$ cat src/rcf_pkg.sv
// shared constants and codes for the reply chunk framer
package rcf_pkg;

    localparam int CHUNK_BYTES_DEF = 32;
    localparam int ADDR_W          = 5;
    localparam int DATA_W          = 32;

    // item action codes
    localparam logic [1:0] ACT_START  = 2'd0;
    localparam logic [1:0] ACT_APPEND = 2'd1;
    localparam logic [1:0] ACT_END    = 2'd2;

    // register indexes
    localparam logic [2:0] REG_START_MARKER   = 3'd0;
    localparam logic [2:0] REG_END_MARKER     = 3'd1;
    localparam logic [2:0] REG_REPLY_FLAG     = 3'd2;
    localparam logic [2:0] REG_FINISHED_CODE  = 3'd3;
    localparam logic [2:0] REG_CONTINUES_CODE = 3'd4;

    // register reset values
    localparam logic [7:0] RST_START_MARKER   = 8'd224;
    localparam logic [7:0] RST_END_MARKER     = 8'd238;
    localparam logic [7:0] RST_REPLY_FLAG     = 8'd128;
    localparam logic [7:0] RST_FINISHED_CODE  = 8'd1;
    localparam logic [7:0] RST_CONTINUES_CODE = 8'd2;

endpackage

$ cat src/reply_chunk_framer.sv
// reply chunk framer: builds reply messages into fixed-size chunks and streams them out
//
// A start transaction writes the header (start marker, command with reply flag, parameter
// count) into the chunk buffer, one write per cycle. An append transaction that fits writes
// its byte and produces nothing. When the chunk is full, an append or end transaction first
// drains it: fill+1 bytes, the indicator and then the buffer bytes, one byte per cycle while
// the output is not stalled, then writes the pending byte. An end transaction then drains
// the finished chunk the same way. The buffer has one write port and one read port, its reads
// walked by a single index counter; the block takes no new transaction until the current one
// is done, but a final byte may still wait in the output register while the next is taken.
module reply_chunk_framer #(
    parameter int CHUNK_BYTES = rcf_pkg::CHUNK_BYTES_DEF
) (
    input  logic                      aclk,
    input  logic                      aresetn,
    // input items
    input  logic                      s_valid,
    output logic                      s_ready,
    input  logic [1:0]                s_action,
    input  logic [7:0]                s_command,
    input  logic [7:0]                s_param_count,
    input  logic [7:0]                s_data_byte,
    // result bytes
    output logic                      m_valid,
    input  logic                      m_ready,
    output logic [7:0]                m_out_byte,
    output logic                      m_chunk_first,
    output logic                      m_chunk_last,
    output logic                      m_run_last,
    // register port
    input  logic                      psel,
    input  logic                      penable,
    input  logic                      pwrite,
    input  logic [rcf_pkg::ADDR_W-1:0] paddr,
    input  logic [rcf_pkg::DATA_W-1:0] pwdata,
    output logic [rcf_pkg::DATA_W-1:0] prdata,
    output logic                      pready
);

    localparam int IDX_W = $clog2(CHUNK_BYTES);
    localparam logic [IDX_W-1:0] LAST_POS = IDX_W'(CHUNK_BYTES - 1);

    typedef enum logic [2:0] {
        ST_IDLE,
        ST_START2,
        ST_START3,
        ST_EMIT,
        ST_APPEND
    } state_t;

    // configuration registers
    logic [7:0] start_marker_reg;
    logic [7:0] end_marker_reg;
    logic [7:0] reply_flag_reg;
    logic [7:0] finished_code_reg;
    logic [7:0] continues_code_reg;

    // chunk buffer
    logic [7:0]       mem [CHUNK_BYTES];
    logic             mem_we;
    logic [IDX_W-1:0] mem_waddr;
    logic [7:0]       mem_wdata;
    logic [IDX_W-1:0] mem_raddr;
    logic [7:0]       rd_data_reg;

    state_t           state_reg, state_next;
    logic [IDX_W-1:0] fill_reg, fill_next;
    logic [IDX_W-1:0] idx_reg, idx_next;
    logic [7:0]       cmd_reg, cmd_next;
    logic [7:0]       cnt_reg, cnt_next;
    logic [7:0]       byte_reg, byte_next;
    logic             end_reg, end_next;
    logic             pend_reg, pend_next;
    logic [7:0]       ind_reg, ind_next;
    logic             run_reg, run_next;

    logic             m_valid_reg, m_valid_next;
    logic [7:0]       out_byte_reg, out_byte_next;
    logic             first_reg, first_next;
    logic             clast_reg, clast_next;
    logic             rlast_reg, rlast_next;

    logic             in_acc;
    logic             load;
    logic             at_end;
    logic [7:0]       app_byte;
    logic [2:0]       reg_idx;

    assign s_ready       = (state_reg == ST_IDLE);
    assign in_acc        = s_valid && s_ready;
    assign load          = (state_reg == ST_EMIT) && (!m_valid_reg || m_ready);
    assign at_end        = (idx_reg == fill_reg);
    assign app_byte      = (s_action == rcf_pkg::ACT_APPEND) ? s_data_byte : end_marker_reg;
    assign m_valid       = m_valid_reg;
    assign m_out_byte    = out_byte_reg;
    assign m_chunk_first = first_reg;
    assign m_chunk_last  = clast_reg;
    assign m_run_last    = rlast_reg;
    assign pready        = 1'b1;
    assign reg_idx       = paddr[rcf_pkg::ADDR_W-1:2];

    // register read
    always_comb begin
        prdata = '0;
        unique case (reg_idx)
            rcf_pkg::REG_START_MARKER:   prdata[7:0] = start_marker_reg;
            rcf_pkg::REG_END_MARKER:     prdata[7:0] = end_marker_reg;
            rcf_pkg::REG_REPLY_FLAG:     prdata[7:0] = reply_flag_reg;
            rcf_pkg::REG_FINISHED_CODE:  prdata[7:0] = finished_code_reg;
            rcf_pkg::REG_CONTINUES_CODE: prdata[7:0] = continues_code_reg;
            default:                     prdata[7:0] = 8'd0;
        endcase
    end

    // register write
    always_ff @(posedge aclk) begin
        if (!aresetn) begin
            start_marker_reg   <= rcf_pkg::RST_START_MARKER;
            end_marker_reg     <= rcf_pkg::RST_END_MARKER;
            reply_flag_reg     <= rcf_pkg::RST_REPLY_FLAG;
            finished_code_reg  <= rcf_pkg::RST_FINISHED_CODE;
            continues_code_reg <= rcf_pkg::RST_CONTINUES_CODE;
        end else if (psel && penable && pwrite) begin
            unique case (reg_idx)
                rcf_pkg::REG_START_MARKER:   start_marker_reg   <= pwdata[7:0];
                rcf_pkg::REG_END_MARKER:     end_marker_reg     <= pwdata[7:0];
                rcf_pkg::REG_REPLY_FLAG:     reply_flag_reg     <= pwdata[7:0];
                rcf_pkg::REG_FINISHED_CODE:  finished_code_reg  <= pwdata[7:0];
                rcf_pkg::REG_CONTINUES_CODE: continues_code_reg <= pwdata[7:0];
                default: ;
            endcase
        end
    end

    // sequencer
    always_comb begin
        state_next    = state_reg;
        fill_next     = fill_reg;
        idx_next      = idx_reg;
        cmd_next      = cmd_reg;
        cnt_next      = cnt_reg;
        byte_next     = byte_reg;
        end_next      = end_reg;
        pend_next     = pend_reg;
        ind_next      = ind_reg;
        run_next      = run_reg;
        m_valid_next  = m_valid_reg && !m_ready;
        out_byte_next = out_byte_reg;
        first_next    = first_reg;
        clast_next    = clast_reg;
        rlast_next    = rlast_reg;
        mem_we        = 1'b0;
        mem_waddr     = IDX_W'(1);
        mem_wdata     = start_marker_reg;

        unique case (state_reg)
            ST_IDLE: begin
                if (in_acc) begin
                    cmd_next  = s_command;
                    cnt_next  = s_param_count;
                    byte_next = app_byte;
                    end_next  = (s_action == rcf_pkg::ACT_END);
                    idx_next  = '0;
                    priority if (s_action == rcf_pkg::ACT_START) begin
                        mem_we     = 1'b1;
                        state_next = ST_START2;
                    end else if (s_action == rcf_pkg::ACT_APPEND ||
                                 s_action == rcf_pkg::ACT_END) begin
                        if (fill_reg == LAST_POS) begin
                            // full chunk goes out first, byte is written afterwards
                            ind_next   = continues_code_reg;
                            run_next   = (s_action == rcf_pkg::ACT_APPEND);
                            pend_next  = 1'b1;
                            state_next = ST_EMIT;
                        end else begin
                            mem_we    = 1'b1;
                            mem_waddr = fill_reg + IDX_W'(1);
                            mem_wdata = app_byte;
                            fill_next = fill_reg + IDX_W'(1);
                            if (s_action == rcf_pkg::ACT_END) begin
                                ind_next   = finished_code_reg;
                                run_next   = 1'b1;
                                pend_next  = 1'b0;
                                state_next = ST_EMIT;
                            end
                        end
                    end else begin
                        // unused action code: no effect
                    end
                end
            end
            ST_START2: begin
                mem_we     = 1'b1;
                mem_waddr  = IDX_W'(2);
                mem_wdata  = cmd_reg | reply_flag_reg;
                state_next = ST_START3;
            end
            ST_START3: begin
                mem_we     = 1'b1;
                mem_waddr  = IDX_W'(3);
                mem_wdata  = cnt_reg;
                fill_next  = IDX_W'(3);
                state_next = ST_IDLE;
            end
            ST_EMIT: begin
                if (load) begin
                    m_valid_next  = 1'b1;
                    out_byte_next = (idx_reg == '0) ? ind_reg : rd_data_reg;
                    first_next    = (idx_reg == '0);
                    clast_next    = at_end;
                    rlast_next    = at_end && run_reg;
                    idx_next      = idx_reg + IDX_W'(1);
                    if (at_end) begin
                        fill_next  = '0;
                        state_next = pend_reg ? ST_APPEND : ST_IDLE;
                    end
                end
            end
            ST_APPEND: begin
                mem_we    = 1'b1;
                mem_wdata = byte_reg;
                fill_next = IDX_W'(1);
                pend_next = 1'b0;
                idx_next  = '0;
                if (end_reg) begin
                    ind_next   = finished_code_reg;
                    run_next   = 1'b1;
                    state_next = ST_EMIT;
                end else begin
                    state_next = ST_IDLE;
                end
            end
            default: state_next = ST_IDLE;
        endcase
    end

    // read one byte ahead of the output register
    assign mem_raddr = load ? (idx_reg + IDX_W'(1)) : idx_reg;

    always_ff @(posedge aclk) begin
        if (mem_we) begin
            mem[mem_waddr] <= mem_wdata;
        end
        rd_data_reg <= mem[mem_raddr];
    end

    always_ff @(posedge aclk) begin
        if (!aresetn) begin
            state_reg   <= ST_IDLE;
            fill_reg    <= '0;
            pend_reg    <= 1'b0;
            m_valid_reg <= 1'b0;
        end else begin
            state_reg   <= state_next;
            fill_reg    <= fill_next;
            pend_reg    <= pend_next;
            m_valid_reg <= m_valid_next;
        end
        idx_reg      <= idx_next;
        cmd_reg      <= cmd_next;
        cnt_reg      <= cnt_next;
        byte_reg     <= byte_next;
        end_reg      <= end_next;
        ind_reg      <= ind_next;
        run_reg      <= run_next;
        out_byte_reg <= out_byte_next;
        first_reg    <= first_next;
        clast_reg    <= clast_next;
        rlast_reg    <= rlast_next;
    end

endmodule

$ cat config.mk
export PLATFORM = sky130hd
export DESIGN_NAME = reply_chunk_framer
export DESIGN_NICKNAME = d
export VERILOG_FILES = /design/src/rcf_pkg.sv /design/src/reply_chunk_framer.sv
export SDC_FILE = /design/constraint.sdc
export NUM_CORES = 1
export LEC_CHECK = 0
export BUFFER_PORTS_ARGS = -buffer_cell sky130_fd_sc_hd__clkbuf_2
export CAP_MARGIN = 20
export CORE_MARGIN = 10
export CORE_UTILIZATION = 55
export CTS_CLUSTER_DIAMETER = 100
export DETAILED_ROUTE_END_ITERATION = 12
export GPL_TIMING_DRIVEN = 0
export PLACE_DENSITY_LB_ADDON = 0.3
export SLEW_MARGIN = 40
export SYNTH_ARGS = -nofsm -noshare
export SYNTH_HDL_FRONTEND = slang
export SYNTH_SLANG_ARGS = --single-unit
$ cat constraint.sdc
create_clock -name aclk -period 3.4 [get_ports aclk]
set_clock_uncertainty 0.2 [all_clocks]
set_input_delay 0.51 -clock aclk [delete_from_list [all_inputs] [get_ports aclk]]
set_output_delay 0.51 -clock aclk [all_outputs]
set_load 0.01 [all_outputs]
==> results.sh <==
export IMPL_r2r_start="fill_reg[1]"
export IMPL_antenna_found_initial=0
export IMPL_yosysWarnings=0
export IMPL_reg2reg_depth=8
export IMPL_yosysMostFrequentCell="edfxtp_1"
export IMPL_layoutNonFillerInstCount=2085
export IMPL_area_growth_syn_to_layout_pct=16.6
export IMPL_critPathArrivalTime_ps=3600
export IMPL_clock_latency_ps=540
export IMPL_finalWirelength_mm=53.1
export IMPL_rsz0062_at_grt="true"
export IMPL_cts_sinks=364
export IMPL_violations="setup timing"
export IMPL_io_buffer_count=62
export IMPL_setup_viol=55
export IMPL_route_detailed_drc=0
export IMPL_die_area_um2=41100
export IMPL_vdd_ir_drop_worst_v=0.000434
export IMPL_synth_flop_cell="edfxtp_1"
export IMPL_final_setup_worst_slack_ps=-33.8
export IMPL_io_pins=116
export IMPL_critPathKind="reg -> reg"
export IMPL_crit_top_cell="ha_1"
export IMPL_dpl_hpwl_mm=38.0
export IMPL_synthTopCellsByCount="edfxtp_1 (306), mux2i_1 (236), nand2_1 (141)"
export IMPL_maxCapViolCount=0
export IMPL_routedWlPerCell_um=25.5
export IMPL_tightest_slew_ps=1050
export IMPL_cp_required_ps=3560
export IMPL_crit_fanout=18
export IMPL_crit_chain="ha_1 > and3_1 > ha_1 > and4bb_2 > o22ai_1 > a21oi_1 > o221ai_4 > buf_8"
export IMPL_max_stage_delay_ps=620
export IMPL_gp_congestion=0.982
export IMPL_synth_seq_cells=364
export IMPL_period_share_pct=101
export IMPL_cp_start_kind="flop"
export IMPL_max_slew_margin_pct=29.8
export IMPL_p_total_mw=13.3
export IMPL_synth_edff_count=306
export IMPL_initialDrtViolationCount=1449
export IMPL_synth_cells=1459
export IMPL_postRouteAntennaNets=0
export IMPL_regMostFlops="mem"
export IMPL_multiInputGateArea_um2=7660
export IMPL_powerDensity_nw_per_um2=619
export IMPL_drtPass1Iterations=6
export IMPL_cts_tree="built"
export IMPL_clk_pin_slew_ps=60
export IMPL_drive_above_1_share_pct=20.7
export IMPL_crit_start="fill_reg[1]"
export IMPL_grt_ovfl_total=0
export IMPL_grt_total_usage_pct=25.2
export IMPL_fin_nets=1693
export IMPL_p_leak_nw=7.71
export IMPL_dieWidth_um=203
export IMPL_min_path_type="in -> reg"
export IMPL_largest_reg_flops=256
export IMPL_antenna_cells=0
export IMPL_postSynth_asyncResetShare_pct=0
export IMPL_dp_cells=1994
export IMPL_yosysTopAreaCell="edfxtp_1"
export IMPL_drv_slew=0
export IMPL_syn_area_per_cell_um2=12.6
export IMPL_ys_seq_area_share_pct=56.3
export IMPL_grt_pass1_wl_mm=79.6
export IMPL_r2r_end="mem[12][2]"
export IMPL_hp_start="pwdata[6]"
export IMPL_regArea_um2=10300
export IMPL_synth_cell_types=69
export IMPL_rrSetupSlack_ps=-30
export IMPL_core_area_um2=32800
export IMPL_clk_path_buf_depth=3
export IMPL_final_core_util_pct=65.4
export IMPL_end_kind="flop"
export IMPL_rows=66
export IMPL_num_fill_cells=2373
export IMPL_viasPerCell=6.46
export IMPL_die_h_um=203
export IMPL_synth_area_um2=18400
export IMPL_status="complete, but fails checks"
export IMPL_yosysTopAreaCellShare_pct=50.0
export IMPL_fmax_ghz=0.291
export IMPL_grt_pass1_vias=13300
export IMPL_worst_path_max_delay_cell="o221ai_4"
export IMPL_hold_viol=0
export IMPL_htreeDepth=2
export IMPL_start_util_pct=56.1
export IMPL_clock_root_buffer="clkbuf_16"
export IMPL_yosys_top_cells_area="edfxtp_1 (50%), mux2i_1 (13%), dfxtp_1 (6.3%)"
export IMPL_via_count=13500
export IMPL_grt_start_max_net_pins=26
export IMPL_cts_made_buffers=39
export IMPL_hold_end="end_marker_reg[6]"
export IMPL_min_period_ps=3430
export IMPL_hold_depth=3
==> worst max path at each step <==
stage,endpoint,slack (ps),depth (start not counted)
finish,mem[12][2],-30,8
global route,mem[6][6],-210,8
CTS,mem[1][4],-160,8
detailed placement,rd_data_reg[7],-1110,13
global placement,mem[13][1],-2430,6
floorplan,mem[0][2],60,8
==> final cells by class <==
cell class              count  share of cell area (%)
multi-input cells         971                    35.8
plain buffers             137                    3.97
well taps                 442                    2.58
clock buffers              55                    5.47
flip-flops and latches    364                    48.3
repair buffers             95                    3.19
clock inverters            13                   0.566
inverters                   8                   0.181
==> logic make-up after synthesis <==
group / count (synthesis) / synth area share, %
flip-flops: 364 / 56.3
AND/OR/NAND/NOR: 364 / 9.59
multiplexers: 294 / 18.2
AO/OA/AOI/OAI: 270 / 10.4
buffers and inverters: 147 / 4.42
XOR/XNOR: 11 / 0.524
adder cells (fa/ha/maj): 7 / 0.476
other: 2 / 0.0408
==> critical path, delay by kind of cell, from the launching register on <==
family / cells / cell delay [ps]
AOI/OAI and AO/OA: 3 / 1340
buffers and inverters: 1 / 260
adders and majority gates: 2 / 520
DFF: 1 / 410
and+or+nand+nor: 2 / 500
==> stage by stage <==
stage / setup TNS, ps / hold slack [ps] / setup slack (ps) / instance area, um2
4_1_cts: -4940 / 86.4 / -165 / 21200
6_report: -815 / 107 / -33.8 / 21400
2_1_floorplan: 0 / 256 / 63.3 / 18500
3_3_place_gp: -502330 / 276 / -2430 / 19300
5_1_grt: -31350 / 113 / -208 / 21400
3_5_place_dp: -45860 / 289 / -1110 / 19600
==> cells in the final DEF, fill, tap and decap left out, drive strengths merged, types with 19 or more instances in the layout <==
master,synthesis,final
a2111oi,23,23
a21oi,53,53
a221o,21,21
and2,21,21
buf,92,108
clkbuf,47,163
conb,2,25
dfxtp,58,58
edfxtp,306,306
mux2,28,28
mux2i,236,236
mux4,30,30
nand2,141,141
nand3,38,38
nand4,19,19
nor2,67,67
nor2b,44,44
o2111ai,21,21
o21ai,52,52
==> power breakdown <==
part / leakage (nW) / switching (mW) / internal [mW]
Clock: 0.625 / 1.72 / 2.55
Sequential: 3.24 / 0.0904 / 5.35
Combinational: 3.84 / 2.23 / 1.33
Total: 7.71 / 4.03 / 9.23
==> repair_timing <==
item | in CTS | in global routing
endpoints found under the setup margin | 209 | 424
pin swaps | 6 | 8
resized for setup | 51 | 36
hold endpoints to repair | 16 | 0
hold buffers | 16 | 0
buffers inserted | 2 | 7
==> layer usage <==
layer | GRT usage (%) | part of all wire (%)
met5 | 0 | 0
met4 | 9.89 | 3.8
met3 | 4.27 | 9.3
met2 | 41.0 | 47
met1 | 33.0 | 39
Note: power is estimated with default switching activity, not from simulation.
